--- src/sv/ultrasonic_fill_level_fan_control_top_defines.svh ---
// ----------------------------------------------------------------------------
// ultrasonic_fill_level_fan_control_top_defines
// assertion macros shared by the fill level block
// ----------------------------------------------------------------------------
`ifndef ULTRASONIC_FILL_LEVEL_FAN_CONTROL_TOP_DEFINES_SVH
`define ULTRASONIC_FILL_LEVEL_FAN_CONTROL_TOP_DEFINES_SVH

// same-cycle implication, reset masks the check
`define UFL_ASSERT_NOW(label, clk, rst_n, ante, cons) \
    label: assert property (@(posedge clk) disable iff (!rst_n) (ante) |-> (cons)) \
        else $error("ufl assertion failed");

// next-cycle implication, reset masks the check
`define UFL_ASSERT_NEXT(label, clk, rst_n, ante, cons) \
    label: assert property (@(posedge clk) disable iff (!rst_n) (ante) |=> (cons)) \
        else $error("ufl assertion failed");

`endif

--- src/sv/ufl_pkg.sv ---
// ----------------------------------------------------------------------------
// ufl_pkg
// types and constants of the ultrasonic fill level block
// ----------------------------------------------------------------------------
package ufl_pkg;

    // echo fields carried by one item
    localparam int unsigned NUM_FIELDS      = 4;
    localparam int unsigned ECHO_W          = 15;
    localparam int unsigned ECHO_TIMEOUT_US = 30000;

    // merged lane results
    localparam int unsigned SUM_W   = 18;
    localparam int unsigned COUNT_W = 3;

    // shared divider geometry
    localparam int unsigned DIV_NUM_W = 27;
    localparam int unsigned DIV_DEN_W = 15;
    localparam int unsigned DIV_Q_W   = 14;

    // configuration register map
    localparam int unsigned CFG_IDX_W = 3;
    localparam int unsigned CFG_DAT_W = 9;
    localparam logic [CFG_IDX_W-1:0] CFG_AUTO_MODE   = 3'd0;
    localparam logic [CFG_IDX_W-1:0] CFG_EMPTY_DIST  = 3'd1;
    localparam logic [CFG_IDX_W-1:0] CFG_FULL_DIST   = 3'd2;
    localparam logic [CFG_IDX_W-1:0] CFG_FAN_ON_THR  = 3'd3;
    localparam logic [CFG_IDX_W-1:0] CFG_FAN_OFF_THR = 3'd4;

    // one lane's finding
    typedef struct packed {
        logic              ok;
        logic [ECHO_W-1:0] echo;
    } t_lane;

    // what the merge stage hands to the sequencer
    typedef struct packed {
        logic [SUM_W-1:0]      sum;
        logic [COUNT_W-1:0]    count;
        logic [NUM_FIELDS-1:0] mask;
    } t_merge;

endpackage

--- src/sv/ufl_lane.sv ---
// ----------------------------------------------------------------------------
// ufl_lane
// checks one echo against the timeout and passes on its duration
// ----------------------------------------------------------------------------
module ufl_lane (
    input  logic [ufl_pkg::ECHO_W-1:0] i_echo,
    output ufl_pkg::t_lane             o_lane
);

    logic w_ok;

    // nonzero and not beyond the timeout
    assign w_ok = (i_echo != '0) &&
                  ({1'b0, i_echo} <= 16'(ufl_pkg::ECHO_TIMEOUT_US));

    assign o_lane.ok   = w_ok;
    assign o_lane.echo = w_ok ? i_echo : '0;

endmodule

--- src/sv/ufl_merge.sv ---
// ----------------------------------------------------------------------------
// ufl_merge
// combines the lanes into echo sum, working count and sensor mask
// ----------------------------------------------------------------------------
module ufl_merge (
    input  ufl_pkg::t_lane  i_lanes [ufl_pkg::NUM_FIELDS],
    output ufl_pkg::t_merge o_merge
);

    logic [ufl_pkg::SUM_W-1:0]      w_sum;
    logic [ufl_pkg::COUNT_W-1:0]    w_count;
    logic [ufl_pkg::NUM_FIELDS-1:0] w_mask;

    // sum and count over the lanes
    always_comb begin
        w_sum   = '0;
        w_count = '0;
        for (int i = 0; i < ufl_pkg::NUM_FIELDS; i++) begin
            w_sum     = w_sum + ufl_pkg::SUM_W'(i_lanes[i].echo);
            w_count   = w_count + ufl_pkg::COUNT_W'(i_lanes[i].ok);
            w_mask[i] = i_lanes[i].ok;
        end
    end

    assign o_merge.sum   = w_sum;
    assign o_merge.count = w_count;
    assign o_merge.mask  = w_mask;

endmodule

--- src/sv/ufl_div.sv ---
// ----------------------------------------------------------------------------
// ufl_div
// restoring divider, one quotient bit per cycle
// ----------------------------------------------------------------------------
module ufl_div (
    input  logic                          i_clk,
    input  logic                          i_rst_n,
    input  logic                          i_start,
    input  logic [ufl_pkg::DIV_NUM_W-1:0] i_num,
    input  logic [ufl_pkg::DIV_DEN_W-1:0] i_den,
    output logic                          o_done,
    output logic [ufl_pkg::DIV_Q_W-1:0]   o_quot
);

    localparam int unsigned QW = ufl_pkg::DIV_Q_W;
    localparam int unsigned DW = ufl_pkg::DIV_DEN_W;
    localparam int unsigned NW = ufl_pkg::DIV_NUM_W;
    localparam int unsigned CW = $clog2(QW);

    logic [DW-1:0] r_rem;
    logic [DW-1:0] r_den;
    logic [QW-1:0] r_quot;
    logic [CW-1:0] r_cnt;
    logic          r_busy;
    logic          r_done;
    logic [DW+1:0] w_trial;

    // trial subtract of the shifted remainder
    assign w_trial = {1'b0, r_rem, r_quot[QW-1]} - {2'b0, r_den};

    // control
    always_ff @(posedge i_clk) begin
        if (!i_rst_n) begin
            r_busy <= 1'b0;
            r_done <= 1'b0;
            r_cnt  <= '0;
        end else begin
            r_done <= 1'b0;
            if (i_start) begin
                r_busy <= 1'b1;
                r_cnt  <= '0;
            end else if (r_busy) begin
                r_cnt <= r_cnt + 1'b1;
                if (r_cnt == CW'(QW - 1)) begin
                    r_busy <= 1'b0;
                    r_done <= 1'b1;
                end
            end
        end
    end

    // datapath: high numerator bits seed the remainder, low bits shift through
    always_ff @(posedge i_clk) begin
        if (i_start) begin
            r_rem  <= DW'(i_num[NW-1:QW]);
            r_quot <= i_num[QW-1:0];
            r_den  <= i_den;
        end else if (r_busy) begin
            if (!w_trial[DW+1]) begin
                r_rem <= w_trial[DW-1:0];
            end else begin
                r_rem <= {r_rem[DW-2:0], r_quot[QW-1]};
            end
            r_quot <= {r_quot[QW-2:0], !w_trial[DW+1]};
        end
    end

    assign o_done = r_done;
    assign o_quot = r_quot;

endmodule

--- src/sv/ultrasonic_fill_level_fan_control_top.sv ---
// ----------------------------------------------------------------------------
// ultrasonic_fill_level_fan_control_top
// averages four ultrasonic echoes into a distance and a fill percentage,
// and runs fan on/off hysteresis on the fill level
// ----------------------------------------------------------------------------
//  channel   valid / ready                 payload
//  input     i_valid / o_ready             i_echo_us_0 .. i_echo_us_3
//  output    o_valid / i_ready             o_distance_q4, o_fill_percent,
//                                          o_fill_valid, o_sensors_ok_count,
//                                          o_sensor_ok_mask, o_fan_on
//  config    i_cfg_valid / o_cfg_ready     i_cfg_index, i_cfg_data
//
//  an item runs through scale, distance divide, clamp, fill divide and done;
//  the fill divide is skipped when the calibration is inverted, and an item
//  with no sensor answering goes straight to done. the shared divider works
//  distance, then fill. one item is in work at a time; a finished result sits
//  in the output register while the next item is taken. reset is synchronous,
//  active low, and loads the register defaults with the fan off. a stalled
//  output holds the sequencer in its last state until the register frees.
// ----------------------------------------------------------------------------
`include "ultrasonic_fill_level_fan_control_top_defines.svh"

module ultrasonic_fill_level_fan_control_top #(
    parameter int unsigned SENSOR_COUNT = 4
) (
    input  logic                          i_clk,
    input  logic                          i_rst_n,
    // input channel
    input  logic                          i_valid,
    output logic                          o_ready,
    input  logic [ufl_pkg::ECHO_W-1:0]    i_echo_us_0,
    input  logic [ufl_pkg::ECHO_W-1:0]    i_echo_us_1,
    input  logic [ufl_pkg::ECHO_W-1:0]    i_echo_us_2,
    input  logic [ufl_pkg::ECHO_W-1:0]    i_echo_us_3,
    // output channel
    output logic                          o_valid,
    input  logic                          i_ready,
    output logic [13:0]                   o_distance_q4,
    output logic [6:0]                    o_fill_percent,
    output logic                          o_fill_valid,
    output logic [2:0]                    o_sensors_ok_count,
    output logic [3:0]                    o_sensor_ok_mask,
    output logic                          o_fan_on,
    // configuration channel
    input  logic                          i_cfg_valid,
    output logic                          o_cfg_ready,
    input  logic [ufl_pkg::CFG_IDX_W-1:0] i_cfg_index,
    input  logic [ufl_pkg::CFG_DAT_W-1:0] i_cfg_data
);

    localparam int unsigned LANES =
        (SENSOR_COUNT < ufl_pkg::NUM_FIELDS) ? SENSOR_COUNT : ufl_pkg::NUM_FIELDS;
    localparam int unsigned NW = ufl_pkg::DIV_NUM_W;
    localparam int unsigned DW = ufl_pkg::DIV_DEN_W;

    typedef enum logic [6:0] {
        S_IDLE  = 7'b0000001,
        S_SCALE = 7'b0000010,
        S_DDIV  = 7'b0000100,
        S_CLAMP = 7'b0001000,
        S_FGO   = 7'b0010000,
        S_FDIV  = 7'b0100000,
        S_DONE  = 7'b1000000
    } t_state;

    t_state r_state, n_state;

    logic [ufl_pkg::ECHO_W-1:0] w_echo [ufl_pkg::NUM_FIELDS];
    ufl_pkg::t_lane             w_lanes [ufl_pkg::NUM_FIELDS];
    ufl_pkg::t_merge            w_merge;

    // configuration registers
    logic       r_auto;
    logic [8:0] r_empty;
    logic [8:0] r_full;
    logic [6:0] r_on_thr;
    logic [6:0] r_off_thr;

    // item in work
    logic [ufl_pkg::SUM_W-1:0]      r_sum;
    logic [ufl_pkg::COUNT_W-1:0]    r_cnt;
    logic [ufl_pkg::NUM_FIELDS-1:0] r_mask;
    logic [13:0]                    r_dq4;
    logic [6:0]                     r_fill;
    logic                           r_fvalid;
    logic [12:0]                    r_diff;
    logic [12:0]                    r_span;
    logic                           r_fan, n_fan;

    // output register
    logic        r_out_valid;
    logic [13:0] r_out_dq4;
    logic [6:0]  r_out_fill;
    logic        r_out_fvalid;
    logic [2:0]  r_out_cnt;
    logic [3:0]  r_out_mask;

    logic          w_in_xfer;
    logic          w_out_load;
    logic          w_div_start;
    logic [NW-1:0] w_div_num;
    logic [DW-1:0] w_div_den;
    logic          w_div_done;
    logic [ufl_pkg::DIV_Q_W-1:0] w_div_quot;
    logic [12:0]   w_e;
    logic [12:0]   w_f;
    logic [12:0]   w_c;

    // lanes, one per used sensor field
    assign w_echo[0] = i_echo_us_0;
    assign w_echo[1] = i_echo_us_1;
    assign w_echo[2] = i_echo_us_2;
    assign w_echo[3] = i_echo_us_3;

    for (genvar g = 0; g < ufl_pkg::NUM_FIELDS; g++) begin : g_lane
        if (g < LANES) begin : g_used
            ufl_lane u_lane (
                .i_echo (w_echo[g]),
                .o_lane (w_lanes[g])
            );
        end else begin : g_unused
            assign w_lanes[g] = '0;
        end
    end

    ufl_merge u_merge (
        .i_lanes (w_lanes),
        .o_merge (w_merge)
    );

    // configuration writes
    assign o_cfg_ready = 1'b1;

    always_ff @(posedge i_clk) begin
        if (!i_rst_n) begin
            r_auto    <= 1'b1;
            r_empty   <= 9'd100;
            r_full    <= 9'd10;
            r_on_thr  <= 7'd80;
            r_off_thr <= 7'd50;
        end else if (i_cfg_valid && o_cfg_ready) begin
            case (i_cfg_index)
                ufl_pkg::CFG_AUTO_MODE:   r_auto    <= i_cfg_data[0];
                ufl_pkg::CFG_EMPTY_DIST:  r_empty   <= i_cfg_data[8:0];
                ufl_pkg::CFG_FULL_DIST:   r_full    <= i_cfg_data[8:0];
                ufl_pkg::CFG_FAN_ON_THR:  r_on_thr  <= i_cfg_data[6:0];
                ufl_pkg::CFG_FAN_OFF_THR: r_off_thr <= i_cfg_data[6:0];
                default: ;
            endcase
        end
    end

    // handshake decode
    assign o_ready    = (r_state == S_IDLE);
    assign w_in_xfer  = i_valid && o_ready;
    assign w_out_load = (r_state == S_DONE) && (!r_out_valid || i_ready);

    // calibration points in sixteenths of a cm, clamped distance
    assign w_e = {r_empty, 4'b0};
    assign w_f = {r_full, 4'b0};

    always_comb begin
        if (r_dq4 < {1'b0, w_f}) begin
            w_c = w_f;
        end else if (r_dq4 > {1'b0, w_e}) begin
            w_c = w_e;
        end else begin
            w_c = r_dq4[12:0];
        end
    end

    // shared divider: distance first, then fill
    assign w_div_start = (r_state == S_SCALE) || (r_state == S_FGO);

    always_comb begin
        if (r_state == S_FGO) begin
            w_div_num = NW'({14'd0, r_diff} * 27'd200) + NW'(r_span);
            w_div_den = {1'b0, r_span, 1'b0};
        end else begin
            w_div_num = NW'({9'd0, r_sum} * 27'd686) + NW'({10'd0, r_cnt} * 13'd1250);
            w_div_den = DW'({12'd0, r_cnt} * 15'd2500);
        end
    end

    ufl_div u_div (
        .i_clk   (i_clk),
        .i_rst_n (i_rst_n),
        .i_start (w_div_start),
        .i_num   (w_div_num),
        .i_den   (w_div_den),
        .o_done  (w_div_done),
        .o_quot  (w_div_quot)
    );

    // sequencer
    always_comb begin
        n_state = r_state;
        case (r_state)
            S_IDLE: begin
                if (w_in_xfer) begin
                    n_state = (w_merge.count == '0) ? S_DONE : S_SCALE;
                end
            end
            S_SCALE: n_state = S_DDIV;
            S_DDIV:  if (w_div_done) n_state = S_CLAMP;
            S_CLAMP: n_state = (w_e <= w_f) ? S_DONE : S_FGO;
            S_FGO:   n_state = S_FDIV;
            S_FDIV:  if (w_div_done) n_state = S_DONE;
            S_DONE:  if (w_out_load) n_state = S_IDLE;
            default: n_state = S_IDLE;
        endcase
    end

    // fan hysteresis on a valid fill in automatic mode
    always_comb begin
        n_fan = r_fan;
        if (r_fvalid && r_auto) begin
            if (!r_fan && (r_fill >= r_on_thr)) begin
                n_fan = 1'b1;
            end else if (r_fan && (r_fill <= r_off_thr)) begin
                n_fan = 1'b0;
            end
        end
    end

    // control registers
    always_ff @(posedge i_clk) begin
        if (!i_rst_n) begin
            r_state     <= S_IDLE;
            r_fan       <= 1'b0;
            r_out_valid <= 1'b0;
        end else begin
            r_state <= n_state;
            if (w_out_load) begin
                r_fan       <= n_fan;
                r_out_valid <= 1'b1;
            end else if (i_ready) begin
                r_out_valid <= 1'b0;
            end
        end
    end

    // item datapath
    always_ff @(posedge i_clk) begin
        case (r_state)
            S_IDLE: begin
                r_sum    <= w_merge.sum;
                r_cnt    <= w_merge.count;
                r_mask   <= w_merge.mask;
                r_dq4    <= '0;
                r_fill   <= '0;
                r_fvalid <= 1'b0;
            end
            S_DDIV: begin
                r_dq4 <= w_div_quot;
            end
            S_CLAMP: begin
                r_fvalid <= 1'b1;
                r_fill   <= 7'd100;
                r_diff   <= w_e - w_c;
                r_span   <= w_e - w_f;
            end
            S_FDIV: begin
                r_fill <= w_div_quot[6:0];
            end
            default: ;
        endcase
    end

    // output register payload
    always_ff @(posedge i_clk) begin
        if (w_out_load) begin
            r_out_dq4    <= r_dq4;
            r_out_fill   <= r_fill;
            r_out_fvalid <= r_fvalid;
            r_out_cnt    <= r_cnt;
            r_out_mask   <= r_mask;
        end
    end

    assign o_valid            = r_out_valid;
    assign o_distance_q4      = r_out_dq4;
    assign o_fill_percent     = r_out_fill;
    assign o_fill_valid       = r_out_fvalid;
    assign o_sensors_ok_count = r_out_cnt;
    assign o_sensor_ok_mask   = r_out_mask;
    assign o_fan_on           = r_fan;

    // checks
    `UFL_ASSERT_NOW(a_state_onehot, i_clk, i_rst_n, 1'b1, $onehot(r_state))
    `UFL_ASSERT_NOW(a_mask_count, i_clk, i_rst_n, o_valid,
        $countones(o_sensor_ok_mask) == 32'(o_sensors_ok_count))
    `UFL_ASSERT_NOW(a_no_echo_zero, i_clk, i_rst_n, o_valid && !o_fill_valid,
        (o_fill_percent == 7'd0) && (o_distance_q4 == 14'd0))
    `UFL_ASSERT_NEXT(a_fan_held, i_clk, i_rst_n, !w_out_load, $stable(r_fan))

endmodule

--- config.mk ---
export PLATFORM = sky130hd
export DESIGN_NAME = ultrasonic_fill_level_fan_control_top
export DESIGN_NICKNAME = d
export VERILOG_FILES = /design/src/sv/ufl_pkg.sv /design/src/sv/ufl_lane.sv /design/src/sv/ufl_merge.sv /design/src/sv/ufl_div.sv /design/src/sv/ultrasonic_fill_level_fan_control_top.sv
export VERILOG_INCLUDE_DIRS = /design/src /design/src/sv
export SDC_FILE = /design/constraint.sdc
export NUM_CORES = 1
export LEC_CHECK = 0
export BUFFER_PORTS_ARGS = -buffer_cell sky130_fd_sc_hd__clkbuf_2
export CORE_MARGIN = 10
export CORE_UTILIZATION = 50
export CTS_CLUSTER_DIAMETER = 150
export DETAILED_ROUTE_END_ITERATION = 6
export GPL_ROUTABILITY_DRIVEN = 0
export GPL_TIMING_DRIVEN = 0
export HOLD_SLACK_MARGIN = 0.06
export PLACE_DENSITY = 0.67
export REMOVE_ABC_BUFFERS = 1
export SYNTH_ARGS = -nofsm -noshare
export SYNTH_HDL_FRONTEND = slang
export SYNTH_SLANG_ARGS = --single-unit
--- constraint.sdc ---
create_clock -name i_clk -period 6.7 [get_ports i_clk]
set_clock_uncertainty 0.05 [all_clocks]
set_input_delay 1.34 -clock i_clk [delete_from_list [all_inputs] [get_ports i_clk]]
set_output_delay 1.34 -clock i_clk [all_outputs]
set_load 0.005 [all_outputs]
==> results.ini <==
[status]
status = finished with violations
violations = design-rule violations

[critical_path]
worstSetupStartpointType = input pin
crit_path_end_kind = register
r2r_start = r_sum[5]$_DFFE_PP_
crit_required_ns = 6.92
critPathMaxStageDelay_ns = 0.55
arrival_ns = 6.63
crit_cells = 26
critPathKind = input pin to register
rr_endpoint = u_div.r_rem[12]$_DFFE_PP_
cp_slowest_cell = fa_1
crit_buf_inv = 4
reg2reg_setup_slack_ns = 0.85
worst-r2r-cell-count = 21
crit_fanout = 5
critPathCapture = r_sum[15]$_DFFE_PP_
crit_family = compound AO/OA/AOI/OAI gates
startpoint = i_echo_us_1[2]

[timing]
worst_pin_slew_ns = 1.21
setup_viol = 0
finalMaxSlewViolations = 0
slew_headroom_pct = 19.2
min_period_over_period_pct = 95.6
fmax_mhz = 156
final_hold_viol_count = 0
fin_crit_ns = 6.41

[die]
start_util_pct = 51.0
die_w_um = 208
dieHeight_um = 208
core_um2 = 34700
ios = 110
fp.dieArea_um2 = 43300
rows = 68

[cts]
cts_buffer_depth = 2
numCtsBuffers = 17
cts_root_buf = clkbuf_16
postCtsHoldBufs = 0
clkTransAtPathRegs_ns = 0.07
clk_latency_ns = 0.46
cts_tree = yes
clock-sinks = 187
cts_htree_levels = 4

[logic_synthesis]
synth_ff_type = edfxtp_1
synth-edff-count = 137
syn_inst = 1930
netlist_top_cells_area = edfxtp_1 (23%), ha_1 (17%), fa_1 (10%)
synth_top_area_cell = edfxtp_1
synth_seq_cells = 187
ys_warn_count = 0
synth.avg_cell_area_um2 = 9.16
yosysSeqAreaShare_pct = 28.9
syn_area_um2 = 17700
yosysUniqueCellTypes = 81
synth_top_area_share_pct = 23.3
synthArstFlopShare_pct = 0

[min_path]
min_path_type = register to register
holdPathStages = 0

[route]
drtIter0Drc = 745
routed_wl_mm = 41.6
drt_pass1_iterations = 7
antenna_left = 0
avgViaCountPerCell = 5.54
vias = 13841
wl_per_cell_um = 16.7
drc = 1

[job]
maxCapViolCount = 0

[final_layout]
nets = 2436
post_route_cells_drive_above_1_share_pct = 10.2
num_antenna_cells = 0
mostFrequentLayoutCell = inv_1
finalNonFillerCells = 2497
area_growth_pct = 10.2
final_cell_mix = inv_1 (294), ha_1 (242), nand2_1 (188), edfxtp_1 (137), nor2_1 (116)

[grt]
antenna_found_initial = 0
grt_pass1_vias = 14201
grt_pass1_wl_mm = 69.6
grt_max_degree = 44
grt-ovfl-total = 0
grtUsageTotal_pct = 19.1

[placed_design]
hpwl_mm = 33.5
io_buffers = 108
placedCellCount = 2458

[worst register-to-register path, cell delays in order (launching register included)]
cell and delay (ns):
edfxtp_1 0.46, inv_1 0.15, fa_1 0.55, inv_1 0.04
ha_1 0.28, inv_1 0.07, fa_1 0.43, fa_1 0.54
inv_1 0.04, ha_1 0.37, o211ai_1 0.13, a21oi_1 0.36
nor2_1 0.13, xnor2_1 0.17, ha_1 0.39, and3_1 0.19
a21oi_1 0.06, a31oi_1 0.41, and3_2 0.30, nand3_1 0.10
xnor2_1 0.23, o22ai_1 0.10
[through the flow]
stage	instance area, um^2	setup slack [ns]	hold WS [ns]	setup TNS, ns	utilization (%)
after floorplan	17500	0.0892	0.350	0	-
after CTS	19500	0.0922	0.375	0	56.0
after global placement	18600	-1.05	0.354	-4.36	53.7
final	19500	0.295	0.375	0	56.2
after global routing	19500	-0.0286	0.379	-0.0286	56.2
after detailed placement	18700	-1.13	0.358	-4.60	54.0
[cell families after synthesis]
kind of cell	after synthesis	synth area share, %
xor+xnor	110	5.45
mux	6	0.361
buf+inv	335	7.18
fa+ha+maj	330	27.1
compound gates	404	15.6
flops	187	28.9
other cells	1	0.0212
simple gates	557	15.4
[layer usage]
metal  global-route usage, %  share of wire (%)  vias up  routed length (um)
li1                        -                  -     6841                   -
met3                    2.71                3.7       71                1550
met2                    33.5                 49      315               20400
met1                    23.3                 45     6614               18600
met4                    6.40                2.5        0                1040
met5                       0                  0        -                   0
[synthesized netlist by cell type, types with 6 or more instances]
library cell and number:
a211oi_1 11, a21boi_0 31, a21o_1 30, a21oi_1 116
a31oi_1 13, and2_1 58, and3_1 20, clkbuf_1 35
dfxtp_1 50, edfxtp_1 137, fa_1 88, ha_1 242
inv_1 294, nand2_1 188, nand2b_1 22, nand3_1 31
nand4_1 8, nor2_1 116, nor2b_1 30, nor3_1 26
nor3b_1 7, nor4_1 18, o2111ai_1 6, o211ai_1 20
o21a_1 10, o21ai_0 68, o21ai_1 11, o21bai_1 7
o22ai_1 6, o31a_1 7, or2_2 8, or3_1 6
xnor2_1 67, xor2_1 43
[flip-flops by register name, indices dropped and copies added (netlist names), 7 cells and up]
name,count
o_distance_q4,14
o_fill_percent,7
r_diff,13
r_dq4,14
r_empty,9
r_fill,7
r_full,9
r_off_thr,7
r_on_thr,7
r_span,9
r_state,7
r_sum,17
u_div.o_quot,14
u_div.r_den,13
u_div.r_rem,15
[worst min path at each step]
stage                              startpoint                       endpoint  slack [ns]
after detailed placement  r_mask[2]$_DFFE_PP_  o_sensor_ok_mask[2]$_DFFE_PP_        0.36
after global routing      r_mask[2]$_DFFE_PP_  o_sensor_ok_mask[2]$_DFFE_PP_        0.38
after floorplan           r_mask[0]$_DFFE_PP_  o_sensor_ok_mask[0]$_DFFE_PP_        0.35
after CTS                 r_mask[2]$_DFFE_PP_  o_sensor_ok_mask[2]$_DFFE_PP_        0.38
final                     r_mask[2]$_DFFE_PP_  o_sensor_ok_mask[2]$_DFFE_PP_        0.37
after global placement    r_mask[0]$_DFFE_PP_  o_sensor_ok_mask[0]$_DFFE_PP_        0.35
[what timing repair did]
| action | CTS | global route |
|---|---|---|
| setup buffers | 5 | 2 |
| gates resized for setup | 12 | 9 |
| pin swaps | 2 | 5 |
| endpoints found under the setup margin | 5 | 2 |
[layout make-up]
class	count	area, um^2
clock buffers	17	425
flip-flops and latches	187	5110
repair buffers	121	664
fillers	3146	15200
inverters	294	1100
well taps	455	569
multi-input cells	1408	11500
clock inverters	15	160
Power is not shown: default switching activity piles up to over one toggle a cycle in this logic, so the estimate is an artifact.
